==> src/rtl/brbs_pkg.sv <==
// shared types and widths for the byte range block splitter
// no dependencies; imported by byte_range_block_splitter
`default_nettype none

package brbs_pkg;

    localparam int ADDR_W = 32;
    localparam int LEN_W  = 16;
    localparam int SIZE_W = 13;
    localparam int OFS_W  = 12;
    localparam int CNT_W  = 13;

    typedef enum logic [0:0] {
        CFG_BLOCK_SIZE      = 1'b0,
        CFG_BLOCK_INCREMENT = 1'b1
    } cfg_index_t;

    typedef struct packed {
        logic [ADDR_W-1:0] byte_address;
        logic [LEN_W-1:0]  length;
    } req_t;

    typedef struct packed {
        logic [ADDR_W-1:0] block_address;
        logic [OFS_W-1:0]  start_offset;
        logic [CNT_W-1:0]  byte_count;
        logic [LEN_W-1:0]  dest_offset;
        logic              last_piece;
        logic              too_many_pieces;
    } piece_t;

endpackage

`default_nettype wire

==> src/rtl/byte_range_block_splitter.sv <==
// byte range block splitter: microcoded sequencer with restoring divider
// depends on brbs_pkg
`default_nettype none

// Splits a (byte_address, length) request into one transaction per block touched:
// an unaligned head clipped to the length, whole blocks, then a tail from offset 0.
// A request first runs through a one-bit-per-cycle divider to find the block
// index and offset, then a multiply by block_increment and the piece limit
// check; after that one piece leaves per cycle while out_ready is high. The
// 32-step divider makes up the bulk of a request's time. Zero length yields one
// empty piece and too many pieces one error piece. One request is handled
// at a time; in_ready is high only while the sequencer waits for the next one.
// Configuration writes are taken at any time and must only come while idle.
module byte_range_block_splitter #(
    parameter int MAX_PIECES      = 64,
    parameter int MAX_BLOCK_BYTES = 4096
) (
    input  logic                         clk,
    input  logic                         rst_n,
    input  logic                         in_valid,
    output logic                         in_ready,
    input  brbs_pkg::req_t               in_item,
    output logic                         out_valid,
    input  logic                         out_ready,
    output brbs_pkg::piece_t             out_item,
    input  logic                         cfg_valid,
    output logic                         cfg_ready,
    input  brbs_pkg::cfg_index_t         cfg_index,
    input  logic [brbs_pkg::SIZE_W-1:0]  cfg_data
);
    import brbs_pkg::*;

    localparam int PIECE_W   = $clog2(MAX_PIECES + 1);
    localparam int LIMIT_W   = PIECE_W + SIZE_W;
    localparam int SPAN_W    = LEN_W + 1;
    localparam int CMP_W     = (LIMIT_W > SPAN_W) ? LIMIT_W : SPAN_W;
    localparam int DIV_STEPS = ADDR_W;
    localparam int DCNT_W    = $clog2(DIV_STEPS);
    localparam int PROD_W    = ADDR_W + SIZE_W;
    localparam logic [16:0]        MAX_BLK     = 17'(MAX_BLOCK_BYTES);
    localparam logic [PIECE_W-1:0] PIECE_LIMIT = PIECE_W'(MAX_PIECES);

    typedef enum logic [2:0] {
        OP_NONE, OP_LOAD, OP_DIV, OP_MUL, OP_PIECE, OP_ZERO, OP_ERR
    } op_t;

    typedef enum logic [2:0] {
        C_NEVER, C_ALWAYS, C_DIV_MORE, C_ZERO_LEN, C_TOO_MANY, C_NOT_LAST
    } cond_t;

    typedef logic [3:0] upc_t;

    typedef struct packed {
        logic  accept;
        op_t   op;
        cond_t cond;
        upc_t  target;
    } uword_t;

    localparam upc_t PC_LOAD  = 4'd0;
    localparam upc_t PC_DIV   = 4'd1;
    localparam upc_t PC_MUL   = 4'd2;
    localparam upc_t PC_ZCHK  = 4'd3;
    localparam upc_t PC_ECHK  = 4'd4;
    localparam upc_t PC_PIECE = 4'd5;
    localparam upc_t PC_DONE  = 4'd6;
    localparam upc_t PC_ZERO  = 4'd7;
    localparam upc_t PC_ERR   = 4'd8;

    // control store: a taken condition jumps to target, else falls through
    function automatic uword_t ucode(input upc_t pc);
        uword_t w;
        w = '{accept: 1'b0, op: OP_NONE, cond: C_ALWAYS, target: PC_LOAD};
        case (pc)
            PC_LOAD:  w = '{accept: 1'b1, op: OP_LOAD,  cond: C_NEVER,    target: PC_LOAD};
            PC_DIV:   w = '{accept: 1'b0, op: OP_DIV,   cond: C_DIV_MORE, target: PC_DIV};
            PC_MUL:   w = '{accept: 1'b0, op: OP_MUL,   cond: C_NEVER,    target: PC_LOAD};
            PC_ZCHK:  w = '{accept: 1'b0, op: OP_NONE,  cond: C_ZERO_LEN, target: PC_ZERO};
            PC_ECHK:  w = '{accept: 1'b0, op: OP_NONE,  cond: C_TOO_MANY, target: PC_ERR};
            PC_PIECE: w = '{accept: 1'b0, op: OP_PIECE, cond: C_NOT_LAST, target: PC_PIECE};
            PC_DONE:  w = '{accept: 1'b0, op: OP_NONE,  cond: C_ALWAYS,   target: PC_LOAD};
            PC_ZERO:  w = '{accept: 1'b0, op: OP_ZERO,  cond: C_ALWAYS,   target: PC_LOAD};
            PC_ERR:   w = '{accept: 1'b0, op: OP_ERR,   cond: C_ALWAYS,   target: PC_LOAD};
            default:  w = '{accept: 1'b0, op: OP_NONE,  cond: C_ALWAYS,   target: PC_LOAD};
        endcase
        return w;
    endfunction

    // control state
    upc_t               pc_reg, pc_next;
    logic               out_valid_reg, out_valid_next;
    logic [SIZE_W-1:0]  bsize_reg, bsize_next;
    logic [SIZE_W-1:0]  binc_reg, binc_next;
    logic [DCNT_W-1:0]  dcnt_reg, dcnt_next;

    // datapath
    logic [ADDR_W-1:0]  quo_reg, quo_next;
    logic [SIZE_W-1:0]  rem_reg, rem_next;
    logic [LEN_W-1:0]   len_reg, len_next;
    logic [ADDR_W-1:0]  block_reg, block_next;
    logic [LEN_W-1:0]   left_reg, left_next;
    logic [LEN_W-1:0]   dest_reg, dest_next;
    logic               head_reg, head_next;
    logic               too_many_reg, too_many_next;
    piece_t             out_item_reg, out_item_next;

    uword_t             cw;
    logic [SIZE_W-1:0]  size;
    logic [SIZE_W:0]    trial;
    logic [SIZE_W:0]    diff;
    logic               ge;
    logic [PROD_W-1:0]  prod;
    logic [LIMIT_W-1:0] limit;
    logic [SPAN_W-1:0]  span;
    logic [SIZE_W-1:0]  start;
    logic [SIZE_W-1:0]  room;
    logic [CNT_W-1:0]   cnt;
    logic               is_last;
    logic               emit;
    logic               fire;
    logic               cond_hit;

    assign cw        = ucode(pc_reg);
    assign in_ready  = cw.accept;
    assign cfg_ready = 1'b1;
    assign out_valid = out_valid_reg;
    assign out_item  = out_item_reg;

    // block size clamped to 1..MAX_BLOCK_BYTES
    always_comb
    begin
        if (bsize_reg == '0)
            size = SIZE_W'(1);
        else if (17'(bsize_reg) > MAX_BLK)
            size = SIZE_W'(MAX_BLOCK_BYTES);
        else
            size = bsize_reg;
    end

    // one restoring division step
    assign trial = {rem_reg, quo_reg[ADDR_W-1]};
    assign ge    = trial >= {1'b0, size};
    assign diff  = trial - {1'b0, size};

    assign prod  = PROD_W'(quo_reg) * PROD_W'(binc_reg);
    assign limit = LIMIT_W'(PIECE_LIMIT) * LIMIT_W'(size);
    assign span  = SPAN_W'(rem_reg) + SPAN_W'(len_reg);

    // current piece
    assign start   = head_reg ? rem_reg : '0;
    assign room    = size - start;
    assign cnt     = (left_reg < LEN_W'(room)) ? CNT_W'(left_reg) : room;
    assign is_last = LEN_W'(cnt) == left_reg;

    assign emit = (cw.op == OP_PIECE) || (cw.op == OP_ZERO) || (cw.op == OP_ERR);
    assign fire = !((cw.accept && !in_valid) || (emit && out_valid_reg && !out_ready));

    always_comb
    begin
        case (cw.cond)
            C_NEVER:    cond_hit = 1'b0;
            C_ALWAYS:   cond_hit = 1'b1;
            C_DIV_MORE: cond_hit = dcnt_reg != DCNT_W'(DIV_STEPS - 1);
            C_ZERO_LEN: cond_hit = len_reg == '0;
            C_TOO_MANY: cond_hit = too_many_reg;
            C_NOT_LAST: cond_hit = !is_last;
            default:    cond_hit = 1'b0;
        endcase
    end

    always_comb
    begin
        pc_next        = pc_reg;
        out_valid_next = out_valid_reg;
        bsize_next     = bsize_reg;
        binc_next      = binc_reg;
        dcnt_next      = dcnt_reg;
        quo_next       = quo_reg;
        rem_next       = rem_reg;
        len_next       = len_reg;
        block_next     = block_reg;
        left_next      = left_reg;
        dest_next      = dest_reg;
        head_next      = head_reg;
        too_many_next  = too_many_reg;
        out_item_next  = out_item_reg;

        if (cfg_valid)
        begin
            case (cfg_index)
                CFG_BLOCK_SIZE:      bsize_next = cfg_data;
                CFG_BLOCK_INCREMENT: binc_next  = cfg_data;
                default:             ;
            endcase
        end

        if (out_ready)
            out_valid_next = 1'b0;

        if (fire)
        begin
            pc_next = cond_hit ? cw.target : pc_reg + upc_t'(1);
            case (cw.op)
                OP_LOAD:
                begin
                    quo_next  = in_item.byte_address;
                    rem_next  = '0;
                    dcnt_next = '0;
                    len_next  = in_item.length;
                    left_next = in_item.length;
                    dest_next = '0;
                end
                OP_DIV:
                begin
                    rem_next  = ge ? diff[SIZE_W-1:0] : trial[SIZE_W-1:0];
                    quo_next  = {quo_reg[ADDR_W-2:0], ge};
                    dcnt_next = dcnt_reg + DCNT_W'(1);
                end
                OP_MUL:
                begin
                    block_next    = prod[ADDR_W-1:0];
                    head_next     = rem_reg != '0;
                    too_many_next = CMP_W'(span) > CMP_W'(limit);
                end
                OP_PIECE:
                begin
                    out_valid_next = 1'b1;
                    out_item_next  = '{block_address: block_reg,
                                       start_offset: start[OFS_W-1:0],
                                       byte_count: cnt,
                                       dest_offset: dest_reg,
                                       last_piece: is_last,
                                       too_many_pieces: 1'b0};
                    left_next  = left_reg - LEN_W'(cnt);
                    block_next = block_reg + ADDR_W'(binc_reg);
                    dest_next  = dest_reg + LEN_W'(cnt);
                    head_next  = 1'b0;
                end
                OP_ZERO:
                begin
                    out_valid_next = 1'b1;
                    out_item_next  = '{block_address: block_reg,
                                       start_offset: rem_reg[OFS_W-1:0],
                                       byte_count: '0,
                                       dest_offset: '0,
                                       last_piece: 1'b1,
                                       too_many_pieces: 1'b0};
                end
                OP_ERR:
                begin
                    out_valid_next = 1'b1;
                    out_item_next  = '{block_address: '0,
                                       start_offset: '0,
                                       byte_count: '0,
                                       dest_offset: '0,
                                       last_piece: 1'b1,
                                       too_many_pieces: 1'b1};
                end
                default: ;
            endcase
        end
    end

    always_ff @(posedge clk or negedge rst_n)
    begin
        if (!rst_n)
        begin
            pc_reg        <= PC_LOAD;
            out_valid_reg <= 1'b0;
            bsize_reg     <= SIZE_W'(512);
            binc_reg      <= SIZE_W'(1);
            dcnt_reg      <= '0;
        end
        else
        begin
            pc_reg        <= pc_next;
            out_valid_reg <= out_valid_next;
            bsize_reg     <= bsize_next;
            binc_reg      <= binc_next;
            dcnt_reg      <= dcnt_next;
        end
    end

    always_ff @(posedge clk)
    begin
        quo_reg      <= quo_next;
        rem_reg      <= rem_next;
        len_reg      <= len_next;
        block_reg    <= block_next;
        left_reg     <= left_next;
        dest_reg     <= dest_next;
        head_reg     <= head_next;
        too_many_reg <= too_many_next;
        out_item_reg <= out_item_next;
    end

endmodule

`default_nettype wire

==> config.mk <==
export PLATFORM = sky130hd
export DESIGN_NAME = byte_range_block_splitter
export DESIGN_NICKNAME = d
export VERILOG_FILES = /design/src/rtl/brbs_pkg.sv /design/src/rtl/byte_range_block_splitter.sv
export SDC_FILE = /design/constraint.sdc
export NUM_CORES = 1
export LEC_CHECK = 0
export BUFFER_PORTS_ARGS = -buffer_cell sky130_fd_sc_hd__clkbuf_2
export CAP_MARGIN = 20
export CORE_MARGIN = 1
export CORE_UTILIZATION = 35
export DETAILED_ROUTE_END_ITERATION = 8
export GPL_TIMING_DRIVEN = 0
export PLACE_DENSITY = 0.59
export SLEW_MARGIN = 10
export SYNTH_ARGS = -nofsm -noshare
export SYNTH_HDL_FRONTEND = slang
export SYNTH_SLANG_ARGS = --single-unit
==> constraint.sdc <==
create_clock -name clk -period 15 [get_ports clk]
set_clock_uncertainty 0.1 [all_clocks]
set_input_delay 1.5 -clock clk [delete_from_list [all_inputs] [get_ports clk]]
set_output_delay 1.5 -clock clk [all_outputs]
set_load 0.1 [all_outputs]
==> impl_metrics.yaml <==
timing:
  rsz0062_at_grt: "no"
  fmax_mhz: 126
  fin_crit_ns: 7.94
  final_hold_viol_count: 0
  finalSetupViolations: 0
  fin_crit_sh_pct: 52.9
  worst_slew_pin_slew_ns: 1.05
  fin_setup_tns_ns: 0
  maxSlewHeadroom_pct: 30.2
  slew_viol_final: 0
  fin_ws_ns: 7.06
synthesis:
  syn_inst: 2443
  synthesis.area_um2: 23600
  ys_dominant_reg_cell: "edfxtp_1"
  synth.distinct_cells: 79
  avgSynthCellArea_um2: 9.68
  yosysWarnings: 0
  ys_seq_area_share_pct: 29.5
  async_flop_share_pct: 15.1
  synth_edf_count: 202
  ys_seq_elements: 238
  synth_nets: 2930
placed_design:
  gp_congestion: 0.950
  numPortBuffers: 143
  post-place-ws_ns: 7.27
  detailed_place_hpwl_mm: 56.9
drt:
  drt_iter0_markers: 1311
  drt.antenna.violating_nets: 0
  first_pass_iters: 8
  viasPerCell: 5.20
  routed_wl_mm: 71.1
  num_vias: 18300
  wl_per_cell_um: 20.2
  post-route-drc-count: 0
clocking:
  cts-buffers-inserted: 30
  cts_setup_buffers: 0
  clk_latency_ns: 0.61
  clock_path_buffers: 3
  cts-root-buf: "clkbuf_16"
  cts_sinks: 238
  cts-resized-gates: 0
  postCtsHoldBufs: 0
  clk_pin_slew_ns: 0.06
  cts_tree: "yes"
  htree_levels: 1
floorplan:
  core_region_area_um2: 66300
  num_io_pins: 145
  start_util_pct: 35.6
  die_h_um: 262
  rows: 94
  die_area_um2: 68600
  dieWidth_um: 262
flow_run:
  drv_cap: 0
worst_hold_path:
  hold_path.class: "reg -> reg"
cells_and_area:
  drive_above_1_share_pct: 9.40
  final_common_cell: "nand2_1"
  seqCellArea_um2: 6970
  fillers: 6562
  largest_reg_flops: 75
  area_growth_pct: 12.6
  final_cell_mix: "nand2_1 (432), inv_1 (290), fa_1 (263)"
  nets: 3112
  multi_input_area_um2: 15200
critical_path:
  slowest_delay_ns: 0.66
  slowest_stage: "o41ai_1"
  worst_ep_arrival_time_ns: 8.14
  worstSetupStartpointType: "flip-flop"
  critPathKind: "reg -> reg"
  worst-endpoint-required_ns: 15.20
  path_max_fanout: 10
  end_kind: "flip-flop"
global_routing:
  use_met2_pct: 32.8
  grtUsageMet3_pct: 3.68
  busiest_layer: "met2"
  grt_pass1_wl_mm: 109
  grt_usage_pct: 20.8
  antenna_found_initial: 5
  grt-ovfl-total: 0
  use_met1_pct: 29.4
  grt_start_max_net_pins: 47
  grt_pass1_vias: 18600
run_status:
  status: "complete, no violations"
-- through the flow --
step	instances	utilization (%)	cell area (um^2)	hold WS, ns
2_1_floorplan	2443	-	23600	0.378
3_3_place_gp	3450	38.3	25400	0.388
3_5_place_dp	3457	38.6	25600	0.418
4_1_cts	3513	40.1	26600	0.426
5_1_grt	3516	40.1	26600	0.432
6_report	3517	40.1	26600	0.422
-- logic make-up (layout without fill, tap and decap cells) --
logic type	after synthesis	in the layout	synth area share [%]
adder cells (fa/ha/maj)	420	420	30.6
AO/OA/AOI/OAI	327	327	8.95
buffers and inverters	389	595	6.28
other	1	5	0.0159
AND/OR/NAND/NOR	886	886	17.5
flip-flops	238	238	29.5
multiplexers	54	54	2.43
XOR/XNOR	128	128	4.74
-- layer usage --
| metal | wire [um] | part of all wire [%] |
|---|---|---|
| met1 | 32300 | 45 |
| met2 | 32400 | 46 |
| met3 | 4750 | 6.7 |
| met4 | 1630 | 2.3 |
| met5 | 0 | 0 |
-- path summary, 6_finish.rpt --
kind	start	endpoint	depth (start not counted)	slack, ns
worst min register to register	dcnt_reg[0]	dcnt_reg[0]	1	0.42
worst max-delay path	bsize_reg[12]	left_reg[15]	30	7.06
max in group asynchronous	rst_n	bsize_reg[8]	1	13.21
min in group asynchronous	rst_n	out_valid	1	0.93
worst max register to register	bsize_reg[12]	left_reg[15]	30	7.06
worst min-delay path	dcnt_reg[0]	dcnt_reg[0]	1	0.42
-- worst max-delay path: cells and delay by family, from the launching register on --
| kind | cells | cell delay [ns] |
|---|---|---|
| adder cells (fa/ha/maj) | 3 | 0.89 |
| flip-flops | 1 | 0.42 |
| AO/OA/AOI/OAI | 14 | 3.49 |
| XOR/XNOR | 2 | 0.40 |
| multiplexers | 1 | 0.51 |
| buffers and inverters | 5 | 0.90 |
| AND/OR/NAND/NOR | 5 | 0.89 |
-- cells in the mapped netlist, types with 6 or more instances --
master / n / area share [%]
nand2_1: 432 / 6.9
inv_1: 290 / 4.6
fa_1: 263 / 22
edfxtp_1: 202 / 26
and2_1: 173 / 4.6
ha_1: 157 / 8.3
nor2_1: 107 / 1.7
clkbuf_1: 91 / 1.4
o21ai_0: 84 / 1.8
a21oi_1: 83 / 1.8
xnor2_1: 80 / 3.0
xor2_1: 48 / 1.8
nor3_1: 38 / 0.80
dfrtp_1: 34 / 3.6
a21o_1: 27 / 0.86
mux2_2: 27 / 1.3
mux2i_1: 27 / 1.1
nand3_1: 26 / 0.55
o21a_1: 23 / 0.73
and3_1: 21 / 0.56
nor2b_1: 20 / 0.53
nand2b_1: 19 / 0.50
a211oi_1: 13 / 0.41
a31oi_1: 12 / 0.32
nor4_1: 12 / 0.32
o211ai_1: 12 / 0.38
o21bai_1: 12 / 0.38
nand4_1: 11 / 0.29
or3_1: 8 / 0.21
a2111oi_0: 6 / 0.22
-- cell type report --
| cell class | instances | share of cell area (%) |
|---|---|---|
| flip-flops and latches | 238 | 26.2 |
| clock buffers | 40 | 3.04 |
| well taps | 864 | 4.06 |
| plain buffers | 99 | 1.49 |
| repair buffers | 150 | 3.17 |
| multi-input cells | 1816 | 57.2 |
| clock inverters | 16 | 0.696 |
| inverters | 290 | 4.09 |
| diodes | 4 | 0.0376 |
Power is not shown: default switching activity piles up to over one toggle a cycle in this logic, so the estimate is an artifact.
